**config.mk**
```make
export PLATFORM = sky130hd
export DESIGN_NAME = elevator_collective_control_unit
export DESIGN_NICKNAME = d
export VERILOG_FILES = /design/src/rtl/ecc_pkg.sv /design/src/rtl/ecc_step.sv /design/src/rtl/elevator_collective_control_unit.sv
export SDC_FILE = /design/constraint.sdc
export NUM_CORES = 1
export LEC_CHECK = 0
export BUFFER_PORTS_ARGS = -buffer_cell sky130_fd_sc_hd__buf_4
export CAP_MARGIN = 40
export CELL_PAD_IN_SITES_DETAIL_PLACEMENT = 1
export CELL_PAD_IN_SITES_GLOBAL_PLACEMENT = 1
export CORE_ASPECT_RATIO = 0.7
export CORE_UTILIZATION = 49
export DETAILED_ROUTE_END_ITERATION = 12
export PLACE_DENSITY_LB_ADDON = 0.1
export SLEW_MARGIN = 10
export SYNTH_ARGS = -nofsm -noshare
export SYNTH_HDL_FRONTEND = slang
export SYNTH_SLANG_ARGS = --single-unit
```
**constraint.sdc**
```tcl
create_clock -name aclk -period 7.9 [get_ports aclk]
set_clock_uncertainty 0.2 [all_clocks]
set_input_delay 1.58 -clock aclk [delete_from_list [all_inputs] [get_ports aclk]]
set_output_delay 1.58 -clock aclk [all_outputs]
set_load 0.02 [all_outputs]
```
**src/rtl/ecc_pkg.sv**
```systemverilog
// Package for the collective elevator controller: word types, codes and defaults.
// Used by ecc_step and elevator_collective_control_unit; depends on nothing.
`default_nettype none
package ecc_pkg;

    localparam int FLOORS_DEFAULT = 9;

    localparam logic [1:0] KIND_DOWN = 2'd0;
    localparam logic [1:0] KIND_CAR  = 2'd1;
    localparam logic [1:0] KIND_UP   = 2'd2;

    localparam logic [1:0] HEAD_IDLE = 2'd0;
    localparam logic [1:0] HEAD_UP   = 2'd1;
    localparam logic [1:0] HEAD_DOWN = 2'd2;

    localparam logic [1:0] ACT_IDLE  = 2'd0;
    localparam logic [1:0] ACT_STOP  = 2'd1;
    localparam logic [1:0] ACT_MOVE  = 2'd2;
    localparam logic [1:0] ACT_PRESS = 2'd3;

    localparam logic OP_PRESS = 1'b0;
    localparam logic OP_TICK  = 1'b1;

    typedef struct packed {
        logic       op;
        logic [1:0] button_kind;
        logic [3:0] button_floor;
    } ecc_in_t;

    typedef struct packed {
        logic [3:0] car_position;
        logic [1:0] heading;
        logic [1:0] action;
    } ecc_out_t;

endpackage
`default_nettype wire

```
**src/rtl/ecc_step.sv**
```systemverilog
// Next-state logic of the collective elevator controller for one input word.
// Purely combinational; depends on ecc_pkg for codes and word types.
`default_nettype none
module ecc_step #(
    parameter int FLOORS = ecc_pkg::FLOORS_DEFAULT,
    localparam int FW = $clog2(FLOORS)
) (
    input  wire ecc_pkg::ecc_in_t  in_word,
    input  wire logic [FLOORS-1:0] down_q,
    input  wire logic [FLOORS-1:0] car_q,
    input  wire logic [FLOORS-1:0] up_q,
    input  wire logic [FW-1:0]     floor_q,
    input  wire logic [1:0]        dir_q,
    output logic [FLOORS-1:0]      down_n,
    output logic [FLOORS-1:0]      car_n,
    output logic [FLOORS-1:0]      up_n,
    output logic [FW-1:0]          floor_n,
    output logic [1:0]             dir_n,
    output ecc_pkg::ecc_out_t      out_word
);

    logic [FLOORS-1:0] any_v;
    logic [FLOORS-1:0] at_f;
    logic [FLOORS-1:0] above_m;
    logic [FLOORS-1:0] below_m;
    logic [FLOORS-1:0] press_hit;
    logic [6:0]        press_floor;
    logic              press_ok;
    logic              any_call;
    logic              any_above;
    logic              any_below;
    logic              car_here;
    logic              down_here;
    logic              up_here;
    logic              ahead;
    logic              behind;
    logic              same_hall;
    logic              opp_hall;
    logic [1:0]        head;
    logic [1:0]        action;
    logic [6:0]        pos_ext;

    assign press_floor = 7'(in_word.button_floor);
    assign press_ok    = press_floor < 7'(FLOORS);

    always_comb begin
        for (int i = 0; i < FLOORS; i++) begin
            at_f[i]      = floor_q == FW'(i);
            above_m[i]   = FW'(i) > floor_q;
            below_m[i]   = FW'(i) < floor_q;
            press_hit[i] = press_floor == 7'(i);
        end
    end

    assign any_v     = down_q | car_q | up_q;
    assign any_call  = |any_v;
    assign any_above = |(any_v & above_m);
    assign any_below = |(any_v & below_m);
    assign car_here  = |(car_q & at_f);
    assign down_here = |(down_q & at_f);
    assign up_here   = |(up_q & at_f);

    always_comb begin
        down_n  = down_q;
        car_n   = car_q;
        up_n    = up_q;
        floor_n = floor_q;
        dir_n   = dir_q;
        action  = ecc_pkg::ACT_IDLE;
        head    = dir_q;
        ahead   = 1'b0;
        behind  = 1'b0;
        same_hall = 1'b0;
        opp_hall  = 1'b0;
        if (in_word.op == ecc_pkg::OP_PRESS) begin
            if (press_ok) begin
                case (in_word.button_kind)
                    ecc_pkg::KIND_DOWN: begin
                        down_n = down_q | press_hit;
                        action = ecc_pkg::ACT_PRESS;
                    end
                    ecc_pkg::KIND_CAR: begin
                        car_n  = car_q | press_hit;
                        action = ecc_pkg::ACT_PRESS;
                    end
                    ecc_pkg::KIND_UP: begin
                        up_n   = up_q | press_hit;
                        action = ecc_pkg::ACT_PRESS;
                    end
                    default: begin
                        action = ecc_pkg::ACT_IDLE;
                    end
                endcase
            end
        end else if (!any_call) begin
            dir_n = ecc_pkg::HEAD_IDLE;
        end else if (dir_q != ecc_pkg::HEAD_UP && dir_q != ecc_pkg::HEAD_DOWN
                     && !any_above && !any_below) begin
            // Calls only at the idle car's floor: serve all of them and stay idle.
            dir_n  = ecc_pkg::HEAD_IDLE;
            down_n = down_q & ~at_f;
            car_n  = car_q & ~at_f;
            up_n   = up_q & ~at_f;
            action = ecc_pkg::ACT_STOP;
        end else begin
            if (dir_q != ecc_pkg::HEAD_UP && dir_q != ecc_pkg::HEAD_DOWN) begin
                head = any_above ? ecc_pkg::HEAD_UP : ecc_pkg::HEAD_DOWN;
            end else begin
                ahead     = (dir_q == ecc_pkg::HEAD_UP) ? any_above : any_below;
                behind    = (dir_q == ecc_pkg::HEAD_UP) ? any_below : any_above;
                same_hall = (dir_q == ecc_pkg::HEAD_UP) ? up_here : down_here;
                opp_hall  = (dir_q == ecc_pkg::HEAD_UP) ? down_here : up_here;
                if (!ahead && (behind || (!same_hall && opp_hall))) begin
                    head = (dir_q == ecc_pkg::HEAD_UP) ? ecc_pkg::HEAD_DOWN
                                                       : ecc_pkg::HEAD_UP;
                end
            end
            dir_n = head;
            if (car_here || (head == ecc_pkg::HEAD_UP ? up_here : down_here)) begin
                car_n = car_q & ~at_f;
                if (head == ecc_pkg::HEAD_UP) begin
                    up_n = up_q & ~at_f;
                end else begin
                    down_n = down_q & ~at_f;
                end
                action = ecc_pkg::ACT_STOP;
            end else begin
                if (head == ecc_pkg::HEAD_UP) begin
                    if (floor_q != FW'(FLOORS - 1)) begin
                        floor_n = floor_q + FW'(1);
                    end
                end else if (floor_q != FW'(0)) begin
                    floor_n = floor_q - FW'(1);
                end
                action = ecc_pkg::ACT_MOVE;
            end
        end
    end

    assign pos_ext               = 7'(floor_n);
    assign out_word.car_position = pos_ext[3:0];
    assign out_word.heading      = dir_n;
    assign out_word.action       = action;

endmodule
`default_nettype wire

```
**src/rtl/elevator_collective_control_unit.sv**
```systemverilog
// Collective elevator controller: top level with handshake, state and result register.
// Depends on ecc_pkg and ecc_step.
// The result word is registered and appears on m_data the cycle after acceptance.
// One word per cycle unless m_ready stalls a held result; step logic is single-pass.
// Synchronous active-low reset clears all calls, puts the car at floor 0 and idles it.
`default_nettype none
module elevator_collective_control_unit #(
    parameter int FLOORS = ecc_pkg::FLOORS_DEFAULT
) (
    input  wire logic              aclk,
    input  wire logic              aresetn,
    input  wire logic              s_valid,
    output logic                   s_ready,
    input  wire ecc_pkg::ecc_in_t  s_data,
    output logic                   m_valid,
    input  wire logic              m_ready,
    output ecc_pkg::ecc_out_t      m_data
);

    localparam int FW = $clog2(FLOORS);

    logic [FLOORS-1:0]  down_reg;
    logic [FLOORS-1:0]  car_reg;
    logic [FLOORS-1:0]  up_reg;
    logic [FW-1:0]      floor_reg;
    logic [1:0]         dir_reg;
    logic               m_valid_reg;
    ecc_pkg::ecc_out_t  m_data_reg;

    logic [FLOORS-1:0]  down_next;
    logic [FLOORS-1:0]  car_next;
    logic [FLOORS-1:0]  up_next;
    logic [FW-1:0]      floor_next;
    logic [1:0]         dir_next;
    ecc_pkg::ecc_out_t  m_data_next;
    logic               accept;

    assign s_ready = !m_valid_reg || m_ready;
    assign accept  = s_valid && s_ready;
    assign m_valid = m_valid_reg;
    assign m_data  = m_data_reg;

    ecc_step #(
        .FLOORS(FLOORS)
    ) u_step (
        .in_word (s_data),
        .down_q  (down_reg),
        .car_q   (car_reg),
        .up_q    (up_reg),
        .floor_q (floor_reg),
        .dir_q   (dir_reg),
        .down_n  (down_next),
        .car_n   (car_next),
        .up_n    (up_next),
        .floor_n (floor_next),
        .dir_n   (dir_next),
        .out_word(m_data_next)
    );

    always_ff @(posedge aclk) begin
        if (!aresetn) begin
            down_reg    <= '0;
            car_reg     <= '0;
            up_reg      <= '0;
            floor_reg   <= '0;
            dir_reg     <= ecc_pkg::HEAD_IDLE;
            m_valid_reg <= 1'b0;
        end else if (accept) begin
            down_reg    <= down_next;
            car_reg     <= car_next;
            up_reg      <= up_next;
            floor_reg   <= floor_next;
            dir_reg     <= dir_next;
            m_valid_reg <= 1'b1;
        end else if (m_ready) begin
            m_valid_reg <= 1'b0;
        end
    end

    always_ff @(posedge aclk) begin
        if (accept) begin
            m_data_reg <= m_data_next;
        end
    end

endmodule
`default_nettype wire

```
==> run summary, run 1 <==
I/O Buffers: 20
HP Class: flop to flop
top cells by area, synth: dfxtp_1, edfxtp_1, nand2_1, nor2_1, o21ai_0
DRC viols: 0
count of final hold-check violations: 0
CTS tree: built
GPL Wtd Cong: 0.9259
vias in the first global route: 2,818
post-layout minimum cycle time: 4.802 ns
Routed WL per cell: 21.64 um
nets@finish: 371
Syn Inst Count: 348
net switching power: 171.2 uW
pwr dens: 168.1 nW/um2
post-synth top area share: 0.2410
met2 wire len: 3824 um
Critical path destination: down_reg[5]
Power Total: 516.0 uW
fin crit share: 0.6078
TNS Setup: 0 ns
part of the Yosys area used for sequential elements: 0.3261
Area Overhead vs Synth: 8.728%
Cell Area, Synth: 2824 um2
ys flop type: dfxtp_1
Yosys warning count: 0
Final ANT Viol Nets: 0
Async SR Flop Fraction: 0
Avg Inst Size Synth: 8.115 um2
ant diodes: 0
DP HPWL: 6854 um
cts bufs inserted: 5
die height: 65.52 um
Comb pwr share: 0.227
layout cells sized above 1: 0.1324
Max Fclk: 208.3 MHz
Total Routing Usage GR: 0.3236
endpoints failing setup: 0
number of synthesized flops with an enable pin: 8
first-pass GRT wire length: 14,960 um
metal1 wirelength: 4414 um
fillcell total: 682
Worst Path Class, Setup: flop to flop
Initial Util: 0.5234
worst skew pair latency: 0.31 ns
Max VDD drop: 0.09008 mV
FF-to-FF Start: floor_reg[1]
Switching Share: 0.3317
CTS Buffer Depth: 2
antenna violations before repair: 0
Reg2Reg Depth: 11
max-cap viol count: 0
total die area: 6076 um2
die span in x: 92.74 um
sequential power share: 0.452
Vias/cell: 6.735
H-tree Lvls: 2
Core ar.: 5395 um2
Distinct cells, synth: 70
CP Max Fanout: 17
Worst Max-Slew Pin Slew: 0.9275 ns
Post-Route WL: 9241 um
row count: 22
pin count of the biggest net entering global routing: 34
iteration count of the initial detailed-routing pass: 5
Synth Register Bits: 42
syn_nets: 365
CTS root buf: clkbuf_8
Slew Limit Headroom: 0.3808
DR WL met3: 865 um
Top-Level Pins: 21
clock power share: 0.321
highest routed layer: met4
detailed-route via count: 2,876
# hold bufs at CTS: 0
status: finished clean
number of DRC markers in iteration 0: 244
Worst-path clk slew: 0.09 ns
Crit path arrival time: 4.78 ns
Leakage Power: 0.001096 uW
Worst Setup SP: floor_reg[1]
Req. time, crit path: 7.88 ns
# resized after CTS: 0
RSZ-0062 raised after global routing: false
GRT overflow: 0
Final Max Slew Viols: 0
reg-to-reg endpoint: down_reg[5]
Worst R2R Setup Slack: 3.10 ns
Internal: 344.8 uW
CTS sink count: 42
worst hold slack: 0.3125 ns
critical path capture point type: flop
area leader, netlist: dfxtp_1
Startpoint Class: flop
post-CTS setup buffer count: 0
[how the worst min path moves through the flow]
stage / start / end / slack, ns / cells past startpoint
5_1_grt: car_reg[7] / car_reg[7] / 0.35 / 2
3_3_place_gp: car_reg[7] / car_reg[7] / 0.29 / 2
6_report: car_reg[7] / car_reg[7] / 0.31 / 2
4_1_cts: car_reg[7] / car_reg[7] / 0.32 / 2
3_5_place_dp: car_reg[7] / car_reg[7] / 0.31 / 2
2_1_floorplan: car_reg[7] / car_reg[7] / 0.25 / 2
[Yosys cell counts (7+ instances only)]
cell	n
edfxtp_1	8
nor2_1	28
nor2b_1	7
nor3_1	16
clkbuf_1	15
nand3_1	13
inv_1	12
dfxtp_1	34
o211ai_1	9
o21ai_0	20
o31ai_1	7
a21oi_1	19
nand2_1	39
a31oi_1	10
[power by group through the flow]
stage	registers, uW	logic, uW	clock network, uW
floorplan	237	81.3	0
global placement	237	111	0
detailed placement	238	113	0
CTS	233	114	166
global route	234	128	171
finish	233	117	166
[final cells by class]
class                   count  area [um2]  share of cell area
clock buffers               7       97.59             0.03178
flip-flops and latches     42       920.9              0.2999
multi-input cells         272        1757              0.5721
clock inverters             1       6.256            0.002037
repair buffers             20       150.1             0.04890
inverters                  13       48.80             0.01589
well taps                  72       90.09             0.02934
[cell families (layout without fill, tap and decap cells)]
family / after synthesis / in the layout / synth area share
compound gates: 118 / 118 / 0.3044
xor+xnor: 1 / 1 / 0.003102
fa+ha+maj: 6 / 6 / 0.02658
buf+inv: 34 / 41 / 0.05183
flops: 42 / 42 / 0.3261
mux: 7 / 7 / 0.02526
simple gates: 140 / 140 / 0.2627
[critical path: stages (launching register included)]
cell	delay, ns
dfxtp_1	0.74
inv_1	0.30
ha_1	0.40
a222oi_1	0.38
a211o_1	0.18
o211ai_1	0.27
o211ai_2	0.35
a221oi_1	0.14
a21oi_2	0.60
nand3_1	0.51
o311ai_0	0.45
o31ai_1	0.13
[layout by cell type (no fill, tap or decap), drive strengths merged, types with 3 or more instances in the layout]
cell    count
a222oi      3
nand4       4
or3         3
a21oi      20
clkbuf      7
nor2b       8
o221ai      3
a31oi      10
nand3      13
edfxtp      8
ha          6
a211oi      3
buf        20
a32o        3
nand2      40
o211ai     10
o31ai       7
nor3       16
o221a       6
nor2       29
nand3b      6
a211o       4
o21ai      22
inv        14
nor4        3
dfxtp      34
and2        5
mux2i       6
[through the flow]
stage / utilization / instances / area [um2] / setup WS (ns)
6_report: 0.5691 / 427 / 3070 / 3.098
5_1_grt: 0.5691 / 427 / 3070 / 2.655
4_1_cts: 0.5691 / 427 / 3070 / 3.231
3_5_place_dp: 0.5499 / 419 / 2967 / 3.267
3_3_place_gp: 0.5499 / 419 / 2967 / 3.522
2_1_floorplan: - / 348 / 2824 / 4.199
[per-layer routing]
| metal | vias up | global-route usage |
|---|---|---|
| li1 | 1343 | - |
| met1 | 1391 | 0.4706 |
| met2 | 125 | 0.4843 |
| met3 | 17 | 0.06944 |
| met4 | 0 | 0.08462 |
| met5 | - | 0 |
(Power assumes the default switching activity.)
==> inputs of run 2 (changes only) <==
--- a/config.mk
+++ b/config.mk
@@ -10,7 +10,7 @@
 export CELL_PAD_IN_SITES_DETAIL_PLACEMENT = 1
 export CELL_PAD_IN_SITES_GLOBAL_PLACEMENT = 1
 export CORE_ASPECT_RATIO = 0.7
-export CORE_UTILIZATION = 49
+export CORE_UTILIZATION = 41
 export DETAILED_ROUTE_END_ITERATION = 12
 export PLACE_DENSITY_LB_ADDON = 0.1
 export SLEW_MARGIN = 10
==> constraint.sdc (replaced) <==
create_clock -name aclk -period 3.9 [get_ports aclk]
set_clock_uncertainty 0.2 [all_clocks]
set_input_delay 0.78 -clock aclk [delete_from_list [all_inputs] [get_ports aclk]]
set_output_delay 0.78 -clock aclk [all_outputs]
set_load 0.02 [all_outputs]
==> run 2 against run 1 <==
Effect of this change: clock power increased by 84%; core utilization decreased by 6.8 points; cell area increased by 4.9%; worst hold slack got worse by 0.0065 ns; critical path depth decreased by 1; clock-buffer cell count decreased by 2; worst setup slack got worse by 2.9 ns; combinational power increased by 120%; via count increased by 3.4%; register-to-register slack got worse by 2.9 ns; critical endpoint is now car_reg[4]; largest cell class unchanged; largest power group unchanged.
==> run summary, run 2 (synthesis gave the netlist of run 1 again) <==
Core ar.: 6426 um2 (+19%)
DP HPWL: 7381 um (+7.7%)
count of final hold-check violations: 0 (unchanged)
Post-Route WL: 9744 um (+5.4%)
Comb pwr share: 0.249 (+0.022)
final core occ: 0.5014 (-0.06775)
clock power share: 0.296 (-0.025)
total die area: 7229 um2 (+19%)
Slew Limit Headroom: 0.4987 (+0.1179)
delay-heaviest family, CP: simple AND/OR/NAND/NOR gates
post-layout minimum cycle time: 3.668 ns (-1.134 ns)
commonest non-fill, non-tap cell in the layout: nand2_1
Max Fclk: 272.7 MHz (+31%)
Area Overhead vs Synth: 14.09%
Non-Filler Instances: 464 (+8.7%)
row count: 24 (+9.1%)
CTS Buffer Depth: 2 (unchanged)
Switching Share: 0.3474 (+0.01565)
number of DRC markers in iteration 0: 266 (+9.0%)
critical path capture point type: flop
antenna violations before repair: 0 (unchanged)
CTS root buf: clkbuf_8
Vias/cell: 6.409 (-4.8%)
vias in the first global route: 2,878 (+2.1%)
Req. time, crit path: 3.87 ns (-4.01 ns)
ant diodes: 0 (unchanged)
WP buf/inv: 1 (unchanged)
placed cell count: 456 (+8.8%)
endpoints failing setup: 0 (unchanged)
Max VDD drop: 0.2011 mV (+120%)
CTS sink count: 42 (unchanged)
commonest cells after routing, fill and taps aside: nand2_1, buf_4, dfxtp_1, nor2_1, o21ai_0
fin crit share: 0.9404 (+0.3326)
GPL Wtd Cong: 0.9125 (-1.4%)
pwr dens: 320.7 nW/um2 (+91%)
Startpoint Class: flop
sequential power share: 0.454 (+0.002)
Routed WL per cell: 21.00 um (-3.0%)
Placement Cell Area: 3126 um2 (+5.4%)
iteration count of the initial detailed-routing pass: 5 (unchanged)
CTS tree: built
RSZ-0062 raised after global routing: false
max incr delay on CP: 0.82 ns (+0.08 ns)
status: finished clean
Worst Max-Slew Pin Slew: 0.7510 ns (-0.1766 ns)
# hold bufs at CTS: 0 (unchanged)
Initial Util: 0.4394 (-0.08398)
Worst-path clk slew: 0.10 ns (about the same)
Leakage Power: 0.001180 uW (+7.6%)
Top-Level Pins: 21 (unchanged)
Final Max Slew Viols: 0 (unchanged)
nets@finish: 389 (+4.9%)
Worst path slowest cell: dfxtp_1
TNS Setup: 0 ns (unchanged)
Internal: 674.2 uW (+96%)
Final ANT Viol Nets: 0 (unchanged)
die span in x: 101.2 um (+9.1%)
first-pass GRT wire length: 15,800 um (+5.6%)
I/O Buffers: 20 (unchanged)
worst-path cell chain: buf_4 -> nand2b_1 -> a21oi_1 -> nor4_4 -> a311o_1 -> mux2i_1 -> nand4b_2 -> and2_1 -> nor2b_1 -> o221ai_1
HP Class: flop to flop
layout cells sized above 1: 0.1823 (+0.04991)
die height: 71.44 um (+9.0%)
CP Max Fanout: 20 (+3)
net switching power: 358.9 uW (+110%)
pin count of the biggest net entering global routing: 34 (unchanged)
worst skew pair latency: 0.31 ns (about the same)
DRC viols: 0 (unchanged)
Final Worst Setup Slack: 0.2323 ns (-2.866 ns)
Post-Place Setup Slack: 0.2217 ns (-3.045 ns)
max-cap viol count: 0 (unchanged)
detailed-route via count: 2,974 (+3.4%)
Total Routing Usage GR: 0.2873 (-0.03626)
Worst Path Class, Setup: flop to flop
H-tree Lvls: 2 (unchanged)
cts bufs inserted: 5 (unchanged)
GRT overflow: 0 (unchanged)
Worst R2R Setup Slack: 0.23 ns (-2.87 ns)
Crit path arrival time: 3.63 ns (-1.15 ns)
fillcell total: 799 (+17%)
finished layout cell area: 3222 um2 (+4.9%)
[run 2: changes by cell type in the layout (fill, tap and decap cells not counted)]
cell / change
buf_4: +18
and2_0: -1
and2_1: +1
clkbuf_1: -1
clkbuf_16: -1
clkinv_2: +1
clkinv_4: +1
ha_1: -1
ha_2: +1
nor3b_1: -1
nor3b_2: +1
[run 2: final timing paths]
| path | start | to | cells past startpoint |
|---|---|---|---|
| max | floor_reg[2] | car_reg[4] | 10 |
| min | floor_reg[0] | floor_reg[0] | 2 |
| max reg2reg | floor_reg[2] | car_reg[4] | 10 |
| min reg2reg | floor_reg[0] | floor_reg[0] | 2 |
[run 2: through the flow]
step / power, uW / hold WS [ns]
6_report: 1033 / 0.3060
5_1_grt: 1079 / 0.3366
4_1_cts: 1029 / 0.3052
3_5_place_dp: 730.7 / 0.2923
3_3_place_gp: 729.9 / 0.2764
2_1_floorplan: 645.4 / 0.2543
[run 2: repair_timing]
item,4_1_cts,5_1_grt
setup buffers,0,0
gates resized for setup,0,3
setup endpoints to repair,0,18
[run 2: power groups by stage]
stage	Clock, uW	Combinational (uW)	Sequential (uW)
after detailed placement	0	252	479
final	306	258	469
after global routing	325	282	471
after CTS	307	253	469
after floorplan	0	165	481
after global placement	0	252	478
[run 2: tightest hold or removal path: cells and delay by family, from the launching register on]
kind            cells  cell delay (ns)
compound gates      2             0.12
flops               1             0.34
[run 2: routing by layer]
layer	global-route usage	vias to the layer above	wire [um]
met3	0.03805	21	661
met4	0.05636	0	136
li1	-	1382	-
met2	0.4308	120	4125
met5	0	-	0
met1	0.4384	1451	4821
[run 2: layout make-up]
| cell class | count | area (um2) | share of cell area |
|---|---|---|---|
| multi-input combinational | 272 | 1764 | 0.5476 |
| sequential | 42 | 920.9 | 0.2858 |
| timing repair buffer | 38 | 285.3 | 0.08854 |
| tap | 91 | 113.9 | 0.03534 |
| clock buffer | 5 | 68.82 | 0.02136 |
| inverter | 13 | 48.80 | 0.01515 |
| clock inverter | 3 | 20.02 | 0.006214 |
==> inputs of run 3 (changes only) <==
--- a/config.mk
+++ b/config.mk
@@ -10,7 +10,7 @@
 export CELL_PAD_IN_SITES_DETAIL_PLACEMENT = 1
 export CELL_PAD_IN_SITES_GLOBAL_PLACEMENT = 1
 export CORE_ASPECT_RATIO = 0.7
-export CORE_UTILIZATION = 41
+export CORE_UTILIZATION = 49
 export DETAILED_ROUTE_END_ITERATION = 12
 export PLACE_DENSITY_LB_ADDON = 0.1
 export SLEW_MARGIN = 10
==> constraint.sdc (replaced) <==
create_clock -name aclk -period 4.4 [get_ports aclk]
set_clock_uncertainty 0.2 [all_clocks]
set_input_delay 0.88 -clock aclk [delete_from_list [all_inputs] [get_ports aclk]]
set_output_delay 0.88 -clock aclk [all_outputs]
set_load 0.02 [all_outputs]
==> run 3 against run 2 <==
Effect of this change: clock-buffer cell count is the same; core utilization grew 8.6 points; worst hold slack gained 0.013 ns; largest cell class unchanged; cell area shrank 1.7%; non-clock buffer count shrank 8; sequential share of layout area grew 0.50 points; wire length grew 4.4%; total power shrank 3.9%; largest power group unchanged; clock power grew 6.5%; worst setup slack gained 0.0093 ns; first-iteration DRC count shrank 11%.
==> run summary, run 3 (synthesis gave the netlist of run 1 again) <==
commonest cells after routing, fill and taps aside: nand2_1, dfxtp_1, buf_4, nor2_1, o21ai_0
nets@finish: 381 (-2.1%)
die span in x: 92.74 um (-8.4%)
Worst-path clk slew: 0.09 ns (about the same)
DP HPWL: 7306 um (-1.0%)
status: finished clean
Req. time, crit path: 4.43 ns (+0.56 ns)
fillcell total: 673 (-16%)
Post-Route WL: 10,180 um (+4.4%)
Initial Util: 0.5234 (+0.08398)
CP Max Fanout: 14 (-30%)
Min-Delay Path Depth: 2 (unchanged)
Vias/cell: 6.977 (+8.9%)
post-layout minimum cycle time: 4.158 ns (+0.4907 ns)
Core ar.: 5395 um2 (-16%)
worst hold slack: 0.3188 ns (+0.01277 ns)
Reg2Reg Depth: 11 (+1)
commonest non-fill, non-tap cell in the layout: nand2_1
Multi-input gate area: 1770 um2 (+0.35%)
Crit path arrival time: 4.19 ns (+0.56 ns)
H-tree Lvls: 2 (unchanged)
# hold bufs at CTS: 0 (unchanged)
Power Total: 992.4 uW (-3.9%)
vias in the first global route: 2,978 (+3.5%)
area taken by flip-flops and latches: 920.9 um2 (unchanged)
Leakage Power: 0.001152 uW (-2.4%)
reg-to-reg endpoint: floor_reg[0]
Worst R2R Setup Slack: 0.24 ns (about the same)
pin count of the biggest net entering global routing: 34 (unchanged)
total die area: 6076 um2 (-16%)
CTS Buffer Depth: 2 (unchanged)
max-cap viol count: 0 (unchanged)
ant diodes: 0 (unchanged)
Post-Place Setup Slack: 0.2341 ns (+0.01239 ns)
GRT overflow: 0 (unchanged)
hold endpoint: car_reg[7]
Max Fclk: 240.5 MHz (-12%)
die height: 65.52 um (-8.3%)
TNS Setup: 0 ns (unchanged)
I/O Buffers: 20 (unchanged)
worst min-delay path startpoint: car_reg[7]
Final ANT Viol Nets: 0 (unchanged)
detailed-route via count: 3,049 (+2.5%)
Top-Level Pins: 21 (unchanged)
Final Worst Setup Slack: 0.2417 ns (+0.009334 ns)
RSZ-0062 raised after global routing: false
final core occ: 0.5870 (+0.08560)
Worst Max-Slew Pin Slew: 0.8184 ns (+0.06745 ns)
CTS tree: built
GPL Wtd Cong: 0.9132 (about the same)
CTS sink count: 42 (unchanged)
layout cells sized above 1: 0.1616 (-0.02066)
critical path capture point type: flop
fin crit share: 0.9451 (+0.004649)
iteration count of the initial detailed-routing pass: 5 (unchanged)
CTS root buf: clkbuf_8
Max VDD drop: 0.1741 mV (-13%)
Total Routing Usage GR: 0.3502 (+0.06288)
pwr dens: 313.4 nW/um2 (-2.3%)
antenna violations before repair: 0 (unchanged)
Final Max Slew Viols: 0 (unchanged)
Routed WL per cell: 23.29 um (+11%)
number of DRC markers in iteration 0: 237 (-11%)
HP Class: flop to flop
row count: 22 (-8.3%)
cts bufs inserted: 5 (unchanged)
count of final hold-check violations: 0 (unchanged)
Area Overhead vs Synth: 12.14%
DRC viols: 0 (unchanged)
Worst Path Class, Setup: flop to flop
Startpoint Class: flop
first-pass GRT wire length: 16,010 um (+1.3%)
worst skew pair latency: 0.30 ns (about the same)
FF-to-FF Start: floor_reg[0]
Slew Limit Headroom: 0.4536 (-0.04503)
endpoints failing setup: 0 (unchanged)
==> run 3: how the worst max path moves through the flow <==
stage | startpoint | to | slack [ns] | cells after the start
6_report | floor_reg[0] | floor_reg[0] | 0.24 | 11
5_1_grt | floor_reg[0] | up_reg[5] | 0.04 | 12
4_1_cts | floor_reg[0] | floor_reg[0] | 0.18 | 11
3_5_place_dp | floor_reg[0] | down_reg[4] | 0.23 | 12
3_3_place_gp | floor_reg[0] | down_reg[6] | 0.36 | 12
2_1_floorplan | floor_reg[0] | m_data[6] | 0.70 | 14
==> run 3: what timing repair did <==
action / 4_1_cts / 5_1_grt
endpoints found under the setup margin: 0 / 21
buffers inserted: 0 / 3
resized for setup: 0 / 2
hold endpoints to repair: 0 / 0
==> run 3: per-stage QoR <==
step	cells	area, um2
detailed placement	426	3019
floorplan	348	2824
CTS	434	3131
finish	437	3167
global route	437	3167
global placement	426	3019
==> run 3: worst max-delay path, cell delays in order, from the launching register on <==
cell      delay, ns
dfxtp_1        0.58
inv_1          0.23
ha_1           0.44
o21a_1         0.25
a211oi_1       0.28
a32oi_1        0.18
and2_0         0.36
a31oi_1        0.44
and2b_1        0.26
nand2_2        0.19
or4_1          0.52
a21oi_1        0.17
==> run 3: cell type report <==
class                           instances  share of cell area
Inverter                               13             0.01541
Multi-Input combinational cell        272              0.5591
Sequential cell                        42              0.2908
Timing Repair Buffer                   30             0.07112
Clock inverter                          3             0.01343
Clock buffer                            5             0.02173
Tap cell                               72             0.02845
==> run 3: layer usage <==
layer  routed length (um)  GRT usage  vias up
met1                 4439     0.4832     1496
met5                    0          0        -
met4                  191    0.09808        0
met3                 1092    0.08449       21
met2                 4453     0.5472      166
li1                     -          -     1366
==> run 3: power breakdown <==
part	internal (uW)	total, uW	switching (uW)
Sequential	404	417	13.6
Combinational	89.6	249	160
Clock	170	326	155
Total	664	992	329
